File: config.mk
export PLATFORM = sky130hd
export DESIGN_NAME = crc8_framed_packet_builder_unit
export DESIGN_NICKNAME = d
export VERILOG_FILES = /design/src/rtl/cfpb_pkg.sv /design/src/rtl/crc8_framed_packet_builder_unit.sv /design/src/rtl/cfpb_crc_unit.sv /design/src/rtl/cfpb_payload_mem.sv
export SDC_FILE = /design/constraint.sdc
export NUM_CORES = 1
export LEC_CHECK = 0
export ABC_AREA = 1
export BUFFER_PORTS_ARGS = -buffer_cell sky130_fd_sc_hd__buf_4
export CAP_MARGIN = 10
export CORE_UTILIZATION = 26
export DETAILED_ROUTE_END_ITERATION = 8
export SLEW_MARGIN = 0
export SYNTH_ARGS = -nofsm -noshare
export SYNTH_HDL_FRONTEND = slang
export SYNTH_SLANG_ARGS = --single-unit
File: constraint.sdc
create_clock -name clk_i -period 4.1 [get_ports clk_i]
set_input_delay 0.205 -clock clk_i [delete_from_list [all_inputs] [get_ports clk_i]]
set_output_delay 0.205 -clock clk_i [all_outputs]
set_load 0.05 [all_outputs]
File: src/rtl/cfpb_pkg.sv
package cfpb_pkg;

  // Reflected CRC-8/MAXIM polynomial; init is zero, with no final xor.
  localparam logic [7:0] CrcPoly = 8'h8C;
  localparam logic [7:0] CrcInit = 8'h00;

  // Reset value of the start-of-frame marker register.
  localparam logic [7:0] HeaderReset = 8'hAA;

  // Default payload buffer depth in bytes (legal range 1 to 255).
  localparam int unsigned MaxPayloadDefault = 32;

  // One result byte as it leaves the sequencer.
  typedef struct packed {
    logic [7:0] data;
    logic       eof;
    logic       ovf;
  } out_beat_t;

endpackage

File: src/rtl/crc8_framed_packet_builder_unit.sv
// Framed packet builder with a CRC-8/MAXIM trailer.
// The slave stream carries one message item per request: tdata holds the
// frame type and a data byte, tuser flags that the data byte is present, and
// tlast closes the message. Items without tlast are taken back to back while
// the block is idle; the payload byte goes into a buffer of MaxPayload
// bytes, and bytes past that are dropped and flagged.
// On the item with tlast the block stops taking input and emits the frame on
// the master stream, one byte per cycle while the receiver is ready: header,
// type, length, payload, CRC. The request with tlast moves the sequencer to
// its header state, and the header byte is presented once the output
// register has loaded it; a frame of N payload bytes is N + 4 bytes long, and
// input is ready again in the cycle that presents the CRC byte. The single
// CRC unit folds in each emitted byte; the buffer read port feeds the payload.
// tlast on the master side marks the CRC byte; tuser marks a frame whose
// message lost bytes. A receiver stall freezes the sequencer with the
// current byte held in the output register.
// The header marker comes from the configuration channel, which is always
// ready and should be written only while the block is idle.
// Reset returns the block to idle with an empty buffer and header 0xAA.
module crc8_framed_packet_builder_unit #(
  parameter int unsigned MaxPayload = cfpb_pkg::MaxPayloadDefault
) (
  input  logic        clk_i,
  input  logic        rst_ni,
  // Configuration write channel: header byte.
  input  logic        cfg_valid_i,
  output logic        cfg_ready_o,
  input  logic [7:0]  cfg_data_i,
  // Slave stream.
  input  logic        s_axis_tvalid,
  output logic        s_axis_tready,
  input  logic [15:0] s_axis_tdata,  // [7:0] frame_type, [15:8] data_byte
  input  logic        s_axis_tuser,  // [0] has_byte
  input  logic        s_axis_tlast,  // last
  // Master stream.
  output logic        m_axis_tvalid,
  input  logic        m_axis_tready,
  output logic [7:0]  m_axis_tdata,  // [7:0] out_byte
  output logic        m_axis_tuser,  // [0] overflow
  output logic        m_axis_tlast   // end_of_frame
);

  localparam int unsigned AddrW = (MaxPayload > 1) ? $clog2(MaxPayload) : 1;
  localparam int unsigned CntW  = $clog2(MaxPayload + 1);

  localparam logic [2:0] StIdle = 3'd0;
  localparam logic [2:0] StHdr  = 3'd1;
  localparam logic [2:0] StType = 3'd2;
  localparam logic [2:0] StLen  = 3'd3;
  localparam logic [2:0] StPay  = 3'd4;
  localparam logic [2:0] StCrc  = 3'd5;

  logic [2:0]      state_q, state_d;
  logic [7:0]      header_q;
  logic [7:0]      type_q, type_d;
  logic            in_frame_q, in_frame_d;
  logic            dropped_q, dropped_d;
  logic [CntW-1:0] cnt_q, cnt_d;
  logic [CntW-1:0] idx_q, idx_d;
  logic [7:0]      crc_q, crc_d;
  logic [7:0]      crc_next;
  logic [7:0]      rd_data;
  logic            out_valid_q, out_valid_d;
  cfpb_pkg::out_beat_t out_q, out_d;
  cfpb_pkg::out_beat_t beat;
  logic            in_req;
  logic            can_load;
  logic            wr_en;

  // Header register; the channel never stalls.
  assign cfg_ready_o = 1'b1;

  always_ff @(posedge clk_i or negedge rst_ni) begin
    if (!rst_ni) begin
      header_q <= cfpb_pkg::HeaderReset;
    end else if (cfg_valid_i) begin
      header_q <= cfg_data_i;
    end
  end

  assign s_axis_tready = (state_q == StIdle);
  assign in_req        = s_axis_tvalid && s_axis_tready;
  assign can_load      = !out_valid_q || m_axis_tready;
  assign wr_en         = in_req && s_axis_tuser && (cnt_q < CntW'(MaxPayload));

  // Payload buffer; the read address is the next index so data is ready in time.
  cfpb_payload_mem #(
    .Depth (MaxPayload),
    .AddrW (AddrW)
  ) u_mem (
    .clk_i     (clk_i),
    .wr_en_i   (wr_en),
    .wr_addr_i (cnt_q[AddrW-1:0]),
    .wr_data_i (s_axis_tdata[15:8]),
    .rd_addr_i (idx_d[AddrW-1:0]),
    .rd_data_o (rd_data)
  );

  // Byte presented to the output in each emitting state.
  always_comb begin
    beat.eof = 1'b0;
    beat.ovf = dropped_q;
    case (state_q)
      StHdr:   beat.data = header_q;
      StType:  beat.data = type_q;
      StLen:   beat.data = 8'(cnt_q);
      StPay:   beat.data = rd_data;
      StCrc: begin
        beat.data = crc_q;
        beat.eof  = 1'b1;
      end
      default: beat.data = 8'h00;
    endcase
  end

  // The one CRC unit, fed with each frame byte as it is emitted.
  cfpb_crc_unit u_crc (
    .crc_i  (crc_q),
    .data_i (beat.data),
    .crc_o  (crc_next)
  );

  // Sequencer: collect payload while idle, then walk the frame byte by byte.
  always_comb begin
    state_d     = state_q;
    type_d      = type_q;
    in_frame_d  = in_frame_q;
    dropped_d   = dropped_q;
    cnt_d       = cnt_q;
    idx_d       = idx_q;
    crc_d       = crc_q;
    out_d       = out_q;
    out_valid_d = out_valid_q && !m_axis_tready;

    if (state_q == StIdle) begin
      if (in_req) begin
        if (!in_frame_q) begin
          type_d     = s_axis_tdata[7:0];
          in_frame_d = 1'b1;
        end
        if (wr_en) begin
          cnt_d = cnt_q + CntW'(1);
        end else if (s_axis_tuser) begin
          dropped_d = 1'b1;
        end
        if (s_axis_tlast) begin
          state_d = StHdr;
        end
      end
    end else if (can_load) begin
      out_d       = beat;
      out_valid_d = 1'b1;
      crc_d       = crc_next;
      case (state_q)
        StHdr:  state_d = StType;
        StType: state_d = StLen;
        StLen: begin
          state_d = (cnt_q == '0) ? StCrc : StPay;
        end
        StPay: begin
          if (idx_q + CntW'(1) == cnt_q) begin
            state_d = StCrc;
            idx_d   = '0;
          end else begin
            idx_d = idx_q + CntW'(1);
          end
        end
        StCrc: begin
          state_d    = StIdle;
          crc_d      = cfpb_pkg::CrcInit;
          cnt_d      = '0;
          in_frame_d = 1'b0;
          dropped_d  = 1'b0;
        end
        default: state_d = StIdle;
      endcase
    end
  end

  always_ff @(posedge clk_i or negedge rst_ni) begin
    if (!rst_ni) begin
      state_q     <= StIdle;
      type_q      <= 8'h00;
      in_frame_q  <= 1'b0;
      dropped_q   <= 1'b0;
      cnt_q       <= '0;
      idx_q       <= '0;
      crc_q       <= cfpb_pkg::CrcInit;
      out_valid_q <= 1'b0;
    end else begin
      state_q     <= state_d;
      type_q      <= type_d;
      in_frame_q  <= in_frame_d;
      dropped_q   <= dropped_d;
      cnt_q       <= cnt_d;
      idx_q       <= idx_d;
      crc_q       <= crc_d;
      out_valid_q <= out_valid_d;
    end
  end

  // Output register holds no control state.
  always_ff @(posedge clk_i) begin
    out_q <= out_d;
  end

  assign m_axis_tvalid = out_valid_q;
  assign m_axis_tdata  = out_q.data;
  assign m_axis_tlast  = out_q.eof;
  assign m_axis_tuser  = out_q.ovf;

`ifndef SYNTHESIS
  // The stored byte count never passes the buffer depth.
  assert property (@(posedge clk_i) disable iff (!rst_ni)
    cnt_q <= CntW'(MaxPayload))
    else $error("payload count beyond buffer depth");

  // While walking the payload the read index stays inside the stored bytes.
  assert property (@(posedge clk_i) disable iff (!rst_ni)
    (state_q == StPay) |-> (idx_q < cnt_q))
    else $error("payload index past stored length");

  // Handing off the CRC byte leaves an empty message behind.
  assert property (@(posedge clk_i) disable iff (!rst_ni)
    (state_q == StCrc && can_load) |=> (cnt_q == '0 && !in_frame_q && !dropped_q))
    else $error("message state not cleared after frame");
`endif

endmodule

File: src/rtl/cfpb_crc_unit.sv
module cfpb_crc_unit (
  input  logic [7:0] crc_i,
  input  logic [7:0] data_i,
  output logic [7:0] crc_o
);

  // Fold one byte into the running checksum, LSB first.
  always_comb begin
    logic [7:0] c;
    c = crc_i ^ data_i;
    for (int k = 0; k < 8; k++) begin
      if (c[0]) begin
        c = (c >> 1) ^ cfpb_pkg::CrcPoly;
      end else begin
        c = c >> 1;
      end
    end
    crc_o = c;
  end

endmodule

File: src/rtl/cfpb_payload_mem.sv
module cfpb_payload_mem #(
  parameter int unsigned Depth = cfpb_pkg::MaxPayloadDefault,
  parameter int unsigned AddrW = (Depth > 1) ? $clog2(Depth) : 1
) (
  input  logic             clk_i,
  input  logic             wr_en_i,
  input  logic [AddrW-1:0] wr_addr_i,
  input  logic [7:0]       wr_data_i,
  input  logic [AddrW-1:0] rd_addr_i,
  output logic [7:0]       rd_data_o
);

  logic [7:0] mem_q [Depth];
  logic [7:0] rd_data_q;

  // One write port and one registered read port.
  always_ff @(posedge clk_i) begin
    if (wr_en_i) begin
      mem_q[wr_addr_i] <= wr_data_i;
    end
    rd_data_q <= mem_q[rd_addr_i];
  end

  assign rd_data_o = rd_data_q;

endmodule

Yosys cells after proc, flatten, opt, wreduce, memory -nomap -nowiden. Memories as Yosys holds them, arrays and structs flattened. A register that Yosys moved wholly into a read port is not among the register bits. Cells that the tools add are included.

Add/subtract/negate cells: 2. Magnitude comparators: 1. Eq/ne operators: 12. Multiplexer cells: 39. Bitwise operators: 11. Reductions and logical operators: 18.

Operators with widths (count): $mux W8 (9); $pmux W8 S5 (1); $mux W6 (6); $not A2 Y3 (8); $mux W3 (5); $mux W5 (3); $mux W1 (14); $add A6 B1 Y6 const B (2); $pmux W3 S4 (1); $reduce_and A3 Y1 (3); $ne A2 B1 Y1 const B (4); $reduce_and A4 Y1 (2); $xor A8 B8 Y8 (1); $eq A3 B2 Y1 const B (2); $eq A3 B3 Y1 const B (2); $eq A6 B6 Y1 (1); $logic_not A6 Y1 (1); $lt A6 B6 Y1 const B (1); $reduce_and A5 Y1 (1); $logic_and A1 B1 Y1 (4); $reduce_bool A2 Y1 (2); $eq A3 B1 Y1 const B (1); $logic_not A3 Y1 (1); $ne A3 B3 Y1 const B (1); other kinds (5) (7).

Register bits: 52. RAM bits: 256. Bits of input ports: 31. Output and inout port bits: 13. Logic and storage cells: 97. Memories kept: 1.

Memories: u_mem.mem_q (words 32, bits a word 8, read ports 1, clocked after Yosys merged registers in 1, wr ports 1, RTL line cfpb_payload_mem.sv:13) `logic [7:0] mem_q [Depth];`.

Logic depth before layout (Yosys ltp). Gate-level depths: netlist of the first run.

Depth in word-level cells: 20. Mapped depth: 21. Depth with buffers taken out: 20.

By module. A second synthesis of the first run with hierarchy kept.

Cell total of the unflattened synthesis: 1315. Area total of the unflattened synthesis: 13872.1 um2.

Modules (own cells, without submodules): cfpb_payload_mem (instances 1, cells an instance 922, area an instance 10786.6 um2, sequential area each 7847.5 um2); crc8_framed_packet_builder_unit (instances 1, cells an instance 291, area an instance 2640.0 um2, sequential area each 1356.3 um2); cfpb_crc_unit (instances 1, cells an instance 102, area an instance 445.4 um2, sequential area each 0.0 um2).

Worst setup path after synthesis of the first run. No wires, ideal clock.

Path kind: register -> register. Start: register state_q[0]. End: memory u_mem.mem_q[0][0], enable pin. Library setup time: 0.370 ns. Data arrival time: 2.604 ns. Required time: 3.730 ns. Setup slack: 1.126 ns. Stages on the path, launching flop included: 8. Path buffers: 0. Clock period less this slack: 2.974 ns. Cell sequence: dfrtp_1 > inv_1 > nand2_1 > nor2_1 > nand2_1 > nor3_2 > nand2_1 > nor2_1.

Longest elaborated chain between the ends: 6.

Ends and longest elaborated chain: from (decl) (RTL line crc8_framed_packet_builder_unit.sv:53) `logic [2:0] state_q, state_d;`; from (signal assigned) (RTL line crc8_framed_packet_builder_unit.sv:182) `state_q <= StIdle;`; from (signal assigned) (RTL line crc8_framed_packet_builder_unit.sv:191) `state_q <= state_d;`; $logic_not A3 Y1 (RTL line crc8_framed_packet_builder_unit.sv:81) `assign s_axis_tready = (state_q == StIdle);`; via s_axis_tready (RTL line crc8_framed_packet_builder_unit.sv:31) `output logic s_axis_tready,`; $logic_and A1 B1 Y1 (RTL line crc8_framed_packet_builder_unit.sv:82) `assign in_req = s_axis_tvalid && s_axis_tready;`; $logic_and A1 B1 Y1 (2 in a row) (RTL line crc8_framed_packet_builder_unit.sv:84) `assign wr_en = in_req && s_axis_tuser && (cnt_q < CntW'(MaxPayload));`; $mux W1 (RTL line cfpb_payload_mem.sv:18) `if (wr_en_i) begin`; $mux W1 (not written as such) (RTL line cfpb_payload_mem.sv:19) `mem_q[wr_addr_i] <= wr_data_i;`; to (decl) (RTL line cfpb_payload_mem.sv:13).

The timed path passes the listed nets, and every way through them passes these cells.

Worst setup path after layout of the first run.
Start: register state_q[0]. End: register u_mem.rd_data_q[4] (netlist: u_mem.rd_data_o[4]) (read register of u_mem.mem_q).

Longest elaborated chain between the ends: 4. Elaborated cells on any way between the ends: 5. Classes of those cells: 1 x eq/ne; 3 x mux; 1 x reduce/logical.

Ends and longest elaborated chain: $eq A3 B3 Y1 (RTL line crc8_framed_packet_builder_unit.sv:154) `case (state_q)`; $mux W5 (RTL line crc8_framed_packet_builder_unit.sv:154); $mux W5 (RTL line crc8_framed_packet_builder_unit.sv:150) `end else if (can_load) begin`; $mux W5 (*) (RTL line crc8_framed_packet_builder_unit.sv:135) `if (state_q == StIdle) begin`; to (decl) (RTL line cfpb_payload_mem.sv:14) `logic [7:0] rd_data_q;`.

Mark *: on every way between the ends. The rest lies on a longest branch, timed or not. A chain may end at the register's enable or synchronous reset.

==> results.yml, run 1 <==
global_route:
  grt_pass1_wl_um: 58100
  antenna_found_initial: 0
  grt_overflow: 0
  grtUsageTotal: 0.132
  grt_max_degree: 129
  grt_pass1_vias: 10115
synth:
  ys.flop_type: "edfxtp_1"
  synth_cells: 1467
  synth_nets: 1503
  synth_top_area_share: 0.555
  ys_warn_count: 0
  synth_area_leaders: "edfxtp_1 55%, nand3_1 11%, nand2_1 10%"
  yosysSeqAreaShare: 0.639
  async_reset_ff_frac: 0.133
  synth.distinct_cells: 38
  synth_edf_count: 266
  syn-cell-area_um2: 14400
  ys_ff_latch: 316
  syn_avg_cell_area_um2: 9.82
  yosysTopAreaCell: "edfxtp_1"
detailed_routing:
  wl_per_cell_um: 16.5
  postRouteAntennaNets: 0
  post-route-drc-count: 0
  first_iter_violations: 952
  wirelength_um: 37000
  via_per_inst: 4.61
  vias: 10311
  dr.pass1.iters: 5
cells_and_area:
  diodes: 0
  nFillCells: 5586
  utilization: 0.308
  drive_gt1_frac: 0.0851
  fin_nets: 1551
  final_common_cell: "nand2_1"
  syn_to_final_growth_pct: 16.1
  layout_common_cells: "397 x nand2_1, 308 x nand3_1, 266 x edfxtp_1, 183 x inv_1, 63 x nor2_1"
floorplan:
  die_area_um2: 56300
  fp.dieH_um: 237
  start_util: 0.266
  die_x_um: 237
  fp-row-count: 85
  design.core.area_um2: 54200
  io-pin-count: 44
cts:
  cts.repair.resized: 0
  clk_latency_ns: 0.54
  root_buffer: "clkbuf_16"
  cts_tree: "yes"
  clk_pin_slew_ns: 0.06
  h-tree-depth: 2
  cts_inserted_buffers: 34
  cts.sinks: 316
  cts_buffer_depth: 3
timing:
  rsz0062_at_grt: "no"
  worstMarginPinSlew_ns: 0.893
  hold-worst-slack_ns: 0.0151
  finalCritPeriodShare: 0.783
  max_freq_mhz: 311
  finalSetupTns_ns: 0
  maxSlewHeadroom: 0.403
  slew_viol_final: 0
  finalCriticalPeriod_ns: 3.21
  worst_slack_ns: 0.890
  hold_viol: 0
  setup_viol_count_final: 0
  finClkSkew_ns: 0.0282
worst_setup_path:
  crit_required_ns: 4.49
  r2r_cells: 15
  cp_common_cell: "nand2_1"
  cp_data_arrival_time_ns: 3.60
  setup.worst_path.class: "flip-flop to flip-flop"
  cp_slowest_cell: "nand2_4"
  crit_path_start_kind: "flip-flop"
  endpoint_kind: "flip-flop"
  path_max_fanout: 62
  cpPeakStageDelay_ns: 0.44
  regToRegSetupSlack_ns: 0.89
  cp_cell_sequence: "inv_1, nand3_1, nor2_2, inv_2, nand2_4, nand2_4, buf_12, nand2_1, nand2_1, nand2_1, nand3_1, nand3_1, nand2_1, nand2_1, nand2_1"
run:
  cap_violations: 0
power_and_ir_drop:
  p_leak_nw: 6.87
  ir_drop_mv: 0.314
  powerDensity_nw_per_um2: 735
  p_total_mw: 12.3
outcome:
  status: "finished clean"
place:
  placement.io_buffers: 42
  dp_hpwl_um: 22600
  routabilityCongestion: 0.848
  place_ws_ns: 0.950
worst_hold_path:
  min_path_type: "primary input to flip-flop"
  holdPathStages: 2
what timing repair did:
item                                   CTS  global route
endpoints found under the hold margin   55             0
hold buffers                            26             0
buffers inserted                         0             0
setup endpoints to repair                0             0
cell families (layout without fill, tap and decap cells):
| logic type | count (synthesis) | in the layout | synth area share |
|---|---|---|---|
| buf+inv | 260 | 333 | 0.0749 |
| compound gates | 56 | 56 | 0.0217 |
| fa+ha+maj | 5 | 5 | 0.00434 |
| xor+xnor | 6 | 6 | 0.00365 |
| other cells | 1 | 1 | 0.000260 |
| simple gates | 816 | 816 | 0.251 |
| flops | 316 | 316 | 0.639 |
| mux | 7 | 7 | 0.00547 |
synth_stat cells, types with 2 or more instances:
master	instances
a21oi_1	8
a22oi_1	3
buf_1	4
buf_2	40
buf_4	4
buf_6	5
clkbuf_1	17
dfrtp_1	38
dfstp_2	4
dfxtp_1	8
edfxtp_1	266
ha_1	5
inv_1	183
inv_2	6
mux2_2	7
nand2_1	400
nand3_1	308
nand3b_1	33
nand4_1	4
nor2_1	63
nor2_2	3
o21ai_0	34
o21ai_1	2
o21bai_1	2
o22ai_1	3
xor2_1	5
final timing paths:
kind | startpoint | endpoint
worst max register to register | state_q[0] | u_mem.rd_data_o[4]
worst max-delay path | state_q[0] | u_mem.rd_data_o[4]
worst min register to register | in_frame_q | in_frame_q
worst min-delay path | cfg_valid_i | header_q[6]
max in group asynchronous | rst_ni | crc_q[5]
min in group asynchronous | rst_ni | dropped_q
flip-flops by register name, indices dropped and copies added, names as in the netlist, 2 cells and up, named ones only:
name / flops
cnt_q: 6
crc_q: 8
header_q: 8
idx_q: 6
m_axis_tdata: 8
state_q: 2
type_q: 8
u_mem.mem_q: 256
u_mem.rd_data_o: 8
critical path: cells and delay by family (launching register included):
family	cells	cell delay, ns
buffers and inverters	3	0.62
DFF	1	0.42
and+or+nand+nor	12	1.97
area by class of cell:
cell class | instances | area, µm² | area share
clock buffer | 43 | 905 | 0.0541
clock inverter | 18 | 164 | 0.00981
inverter | 190 | 713 | 0.0427
multi-input combinational | 891 | 4140 | 0.248
sequential | 316 | 9200 | 0.551
tap | 696 | 871 | 0.0521
timing repair buffer | 82 | 718 | 0.0430
power breakdown:
part | internal [mW] | switching (mW)
logic | 1.59 | 3.68
clock network | 1.70 | 1.27
registers | 3.82 | 0.225
metal layers:
layer / vias to the layer above / wire (µm) / GRT usage
met5: - / 0 / 0
met4: 0 / 607 / 0.0340
met3: 43 / 2430 / 0.0246
met2: 342 / 16300 / 0.204
met1: 4939 / 17600 / 0.190
li1: 4987 / - / -
per-stage QoR:
| stage | instances | cell area, µm² |
|---|---|---|
| finish | 2236 | 16700 |
| global route | 2236 | 16700 |
| CTS | 2236 | 16700 |
| global placement | 2149 | 15400 |
| detailed placement | 2149 | 15400 |
| floorplan | 1467 | 14400 |
No activity file was read; power rests on OpenSTA's default activity.
==> run 2, diff against run 1 <==
==> constraint.sdc (replaced) <==
create_clock -name clk_i -period 2.8 [get_ports clk_i]
set_input_delay 0.14 -clock clk_i [delete_from_list [all_inputs] [get_ports clk_i]]
set_output_delay 0.14 -clock clk_i [all_outputs]
set_load 0.05 [all_outputs]
==> run 2 against run 1 <==
  * Maximum frequency increased by 19%
  * Setup slack got worse by 0.78 ns
  * Power increased by 54%
  * Die area unchanged
  * Clock-buffer cell count stayed put
  * Sequential share of layout area is 2.6 points lower
  * First-iteration DRC count grew 14%
  * Highest routed layer unchanged
  * Clock power increased by 53%
  * Hold slack got worse by 0.00064 ns
  * Largest power group unchanged
  * Core utilization rose by 1.5 points
==> results.yml, run 2 (synthesis results as in run 1) <==
outcome:
  status: "finished clean"
timing:
  worstMarginPinSlew_ns: 0.680
  worst_slack_ns: 0.109
  finalCriticalPeriod_ns: 2.69
  hold_viol: 0
  hold-worst-slack_ns: 0.0145
  maxSlewHeadroom: 0.545
  finalCritPeriodShare: 0.961
  setup_viol_count_final: 0
  finClkSkew_ns: 0.0188
  max_freq_mhz: 372
  slew_viol_final: 0
  rsz0062_at_grt: "yes"
cells_and_area:
  layout_common_cells: "396 x nand2_1, 299 x nand3_1, 266 x edfxtp_1, 182 x inv_1, 89 x buf_4"
  diodes: 0
  utilization: 0.323
  largest_register: "u_mem.mem_q"
  final_cell_area_um2: 17500
  nFillCells: 5528
  final_common_cell: "nand2_1"
  drive_gt1_frac: 0.125
  syn_to_final_growth_pct: 21.8
  largest_reg_flops: 256
  fin_nets: 1611
power_and_ir_drop:
  p_leak_nw: 7.32
  ir_drop_mv: 0.588
  powerDensity_nw_per_um2: 1080
worst_setup_path:
  timing.rr.start: "idx_q[1]"
  startpoint: "idx_q[1]"
  r2r-end: "u_mem.rd_data_o[1]"
  path_max_fanout: 34
  cp_data_arrival_time_ns: 3.12
  cp-endpoint: "u_mem.rd_data_o[1]"
  setup.worst_path.class: "flip-flop to flip-flop"
  crit_path_start_kind: "flip-flop"
  regToRegSetupSlack_ns: 0.11
  crit_required_ns: 3.22
  r2r_cells: 19
  endpoint_kind: "flip-flop"
cts:
  clk_pin_slew_ns: 0.06
  cts_tree: "yes"
  h-tree-depth: 2
  cts.sinks: 316
  clk_latency_ns: 0.55
  root_buffer: "clkbuf_16"
  cts_buffer_depth: 3
  cts_inserted_buffers: 35
global_route:
  grt_pass1_wl_um: 60500
  top_usage_layer: "met2"
  grtUsageMet1: 0.196
  use_met3: 0.0250
  grt_overflow: 0
  grtUsageTotal: 0.138
  antenna_found_initial: 0
  grt_pass1_vias: 10415
  grt_use_met2: 0.214
  grt_max_degree: 65
detailed_routing:
  postRouteAntennaNets: 0
  dr.pass1.iters: 5
  wl_per_cell_um: 17.5
  post-route-drc-count: 0
  first_iter_violations: 1088
  vias: 10803
  via_per_inst: 4.70
  wirelength_um: 40200
floorplan:
  fp.dieH_um: 237
  design.core.area_um2: 54200
  die_x_um: 237
  fp-row-count: 85
  io-pin-count: 44
  start_util: 0.266
  die_area_um2: 56300
place:
  routabilityCongestion: 0.862
  placement.io_buffers: 42
  dp_hpwl_um: 23600
  post_dp_cell_area_um2: 15800
  place_ws_ns: 0.128
run:
  cap_violations: 0
worst_hold_path:
  min_path_type: "primary input to flip-flop"
==> run 2: cell type report <==
type / instances / area, µm² / share of cell area
timing repair buffer: 141 / 1400 / 0.0797
inverter: 190 / 716 / 0.0408
clock buffer: 43 / 947 / 0.0540
sequential: 316 / 9200 / 0.525
multi-input combinational: 891 / 4230 / 0.241
clock inverter: 20 / 176 / 0.0101
tap: 696 / 871 / 0.0496
==> run 2: routing by layer <==
layer  part of all wire  vias up
met5                  0        -
met4              0.020        0
met3              0.077       58
met2               0.45      404
met1               0.46     5231
li1                   -     5110
==> run 2: critical path, cell delays in order, from the launching register on <==
cell,delay [ns]
dfrtp_1,0.40
ha_2,0.35
inv_1,0.06
nand2_1,0.05
nand2_1,0.05
nor2_1,0.10
nand3_1,0.09
nor2_2,0.16
nand3_4,0.14
nand2_8,0.14
nand2_4,0.10
buf_12,0.19
nand2_1,0.09
nand2_1,0.06
nand2_1,0.06
nand3_1,0.13
nand3_1,0.12
nand2_1,0.08
nand2_1,0.11
nand2_1,0.08
==> run 2: worst min-delay path by stage <==
stage / from / slack [ns] / cells after the start / to
after floorplan: rst_ni / -0.16 / 0 / asynchronous set/reset pin
after global placement: rst_ni / 0.18 / 1 / m_axis_tvalid
final: s_axis_tlast / 0.01 / 5 / flip-flop
after detailed placement: rst_ni / 0.18 / 1 / m_axis_tvalid
after global routing: s_axis_tdata[12] / 0.06 / 1 / u_mem.mem_q[20][4]
after CTS: s_axis_tlast / 0.008 / 5 / flip-flop
==> run 2: per-stage QoR <==
step | cells | total power [mW] | setup TNS (ns)
after global placement | 2192 | 13.8 | 0
after global routing | 2297 | 20.2 | -0.142
after floorplan | 1467 | 11.5 | 0
final | 2297 | 19.0 | 0
after CTS | 2287 | 18.5 | 0
after detailed placement | 2192 | 13.9 | 0
==> run 2: power by group <==
group | internal [mW] | switching [mW]
Combinational | 2.80 | 5.69
Clock | 2.62 | 1.93
Sequential | 5.60 | 0.333
Total | 11.0 | 7.95
==> run 2: what timing repair did <==
action | CTS | global route
resized for setup | 0 | 27
endpoints found under the setup margin | 0 | 9
endpoints found under the hold margin | 61 | 0
setup buffers | 0 | 3
hold buffers | 32 | 0
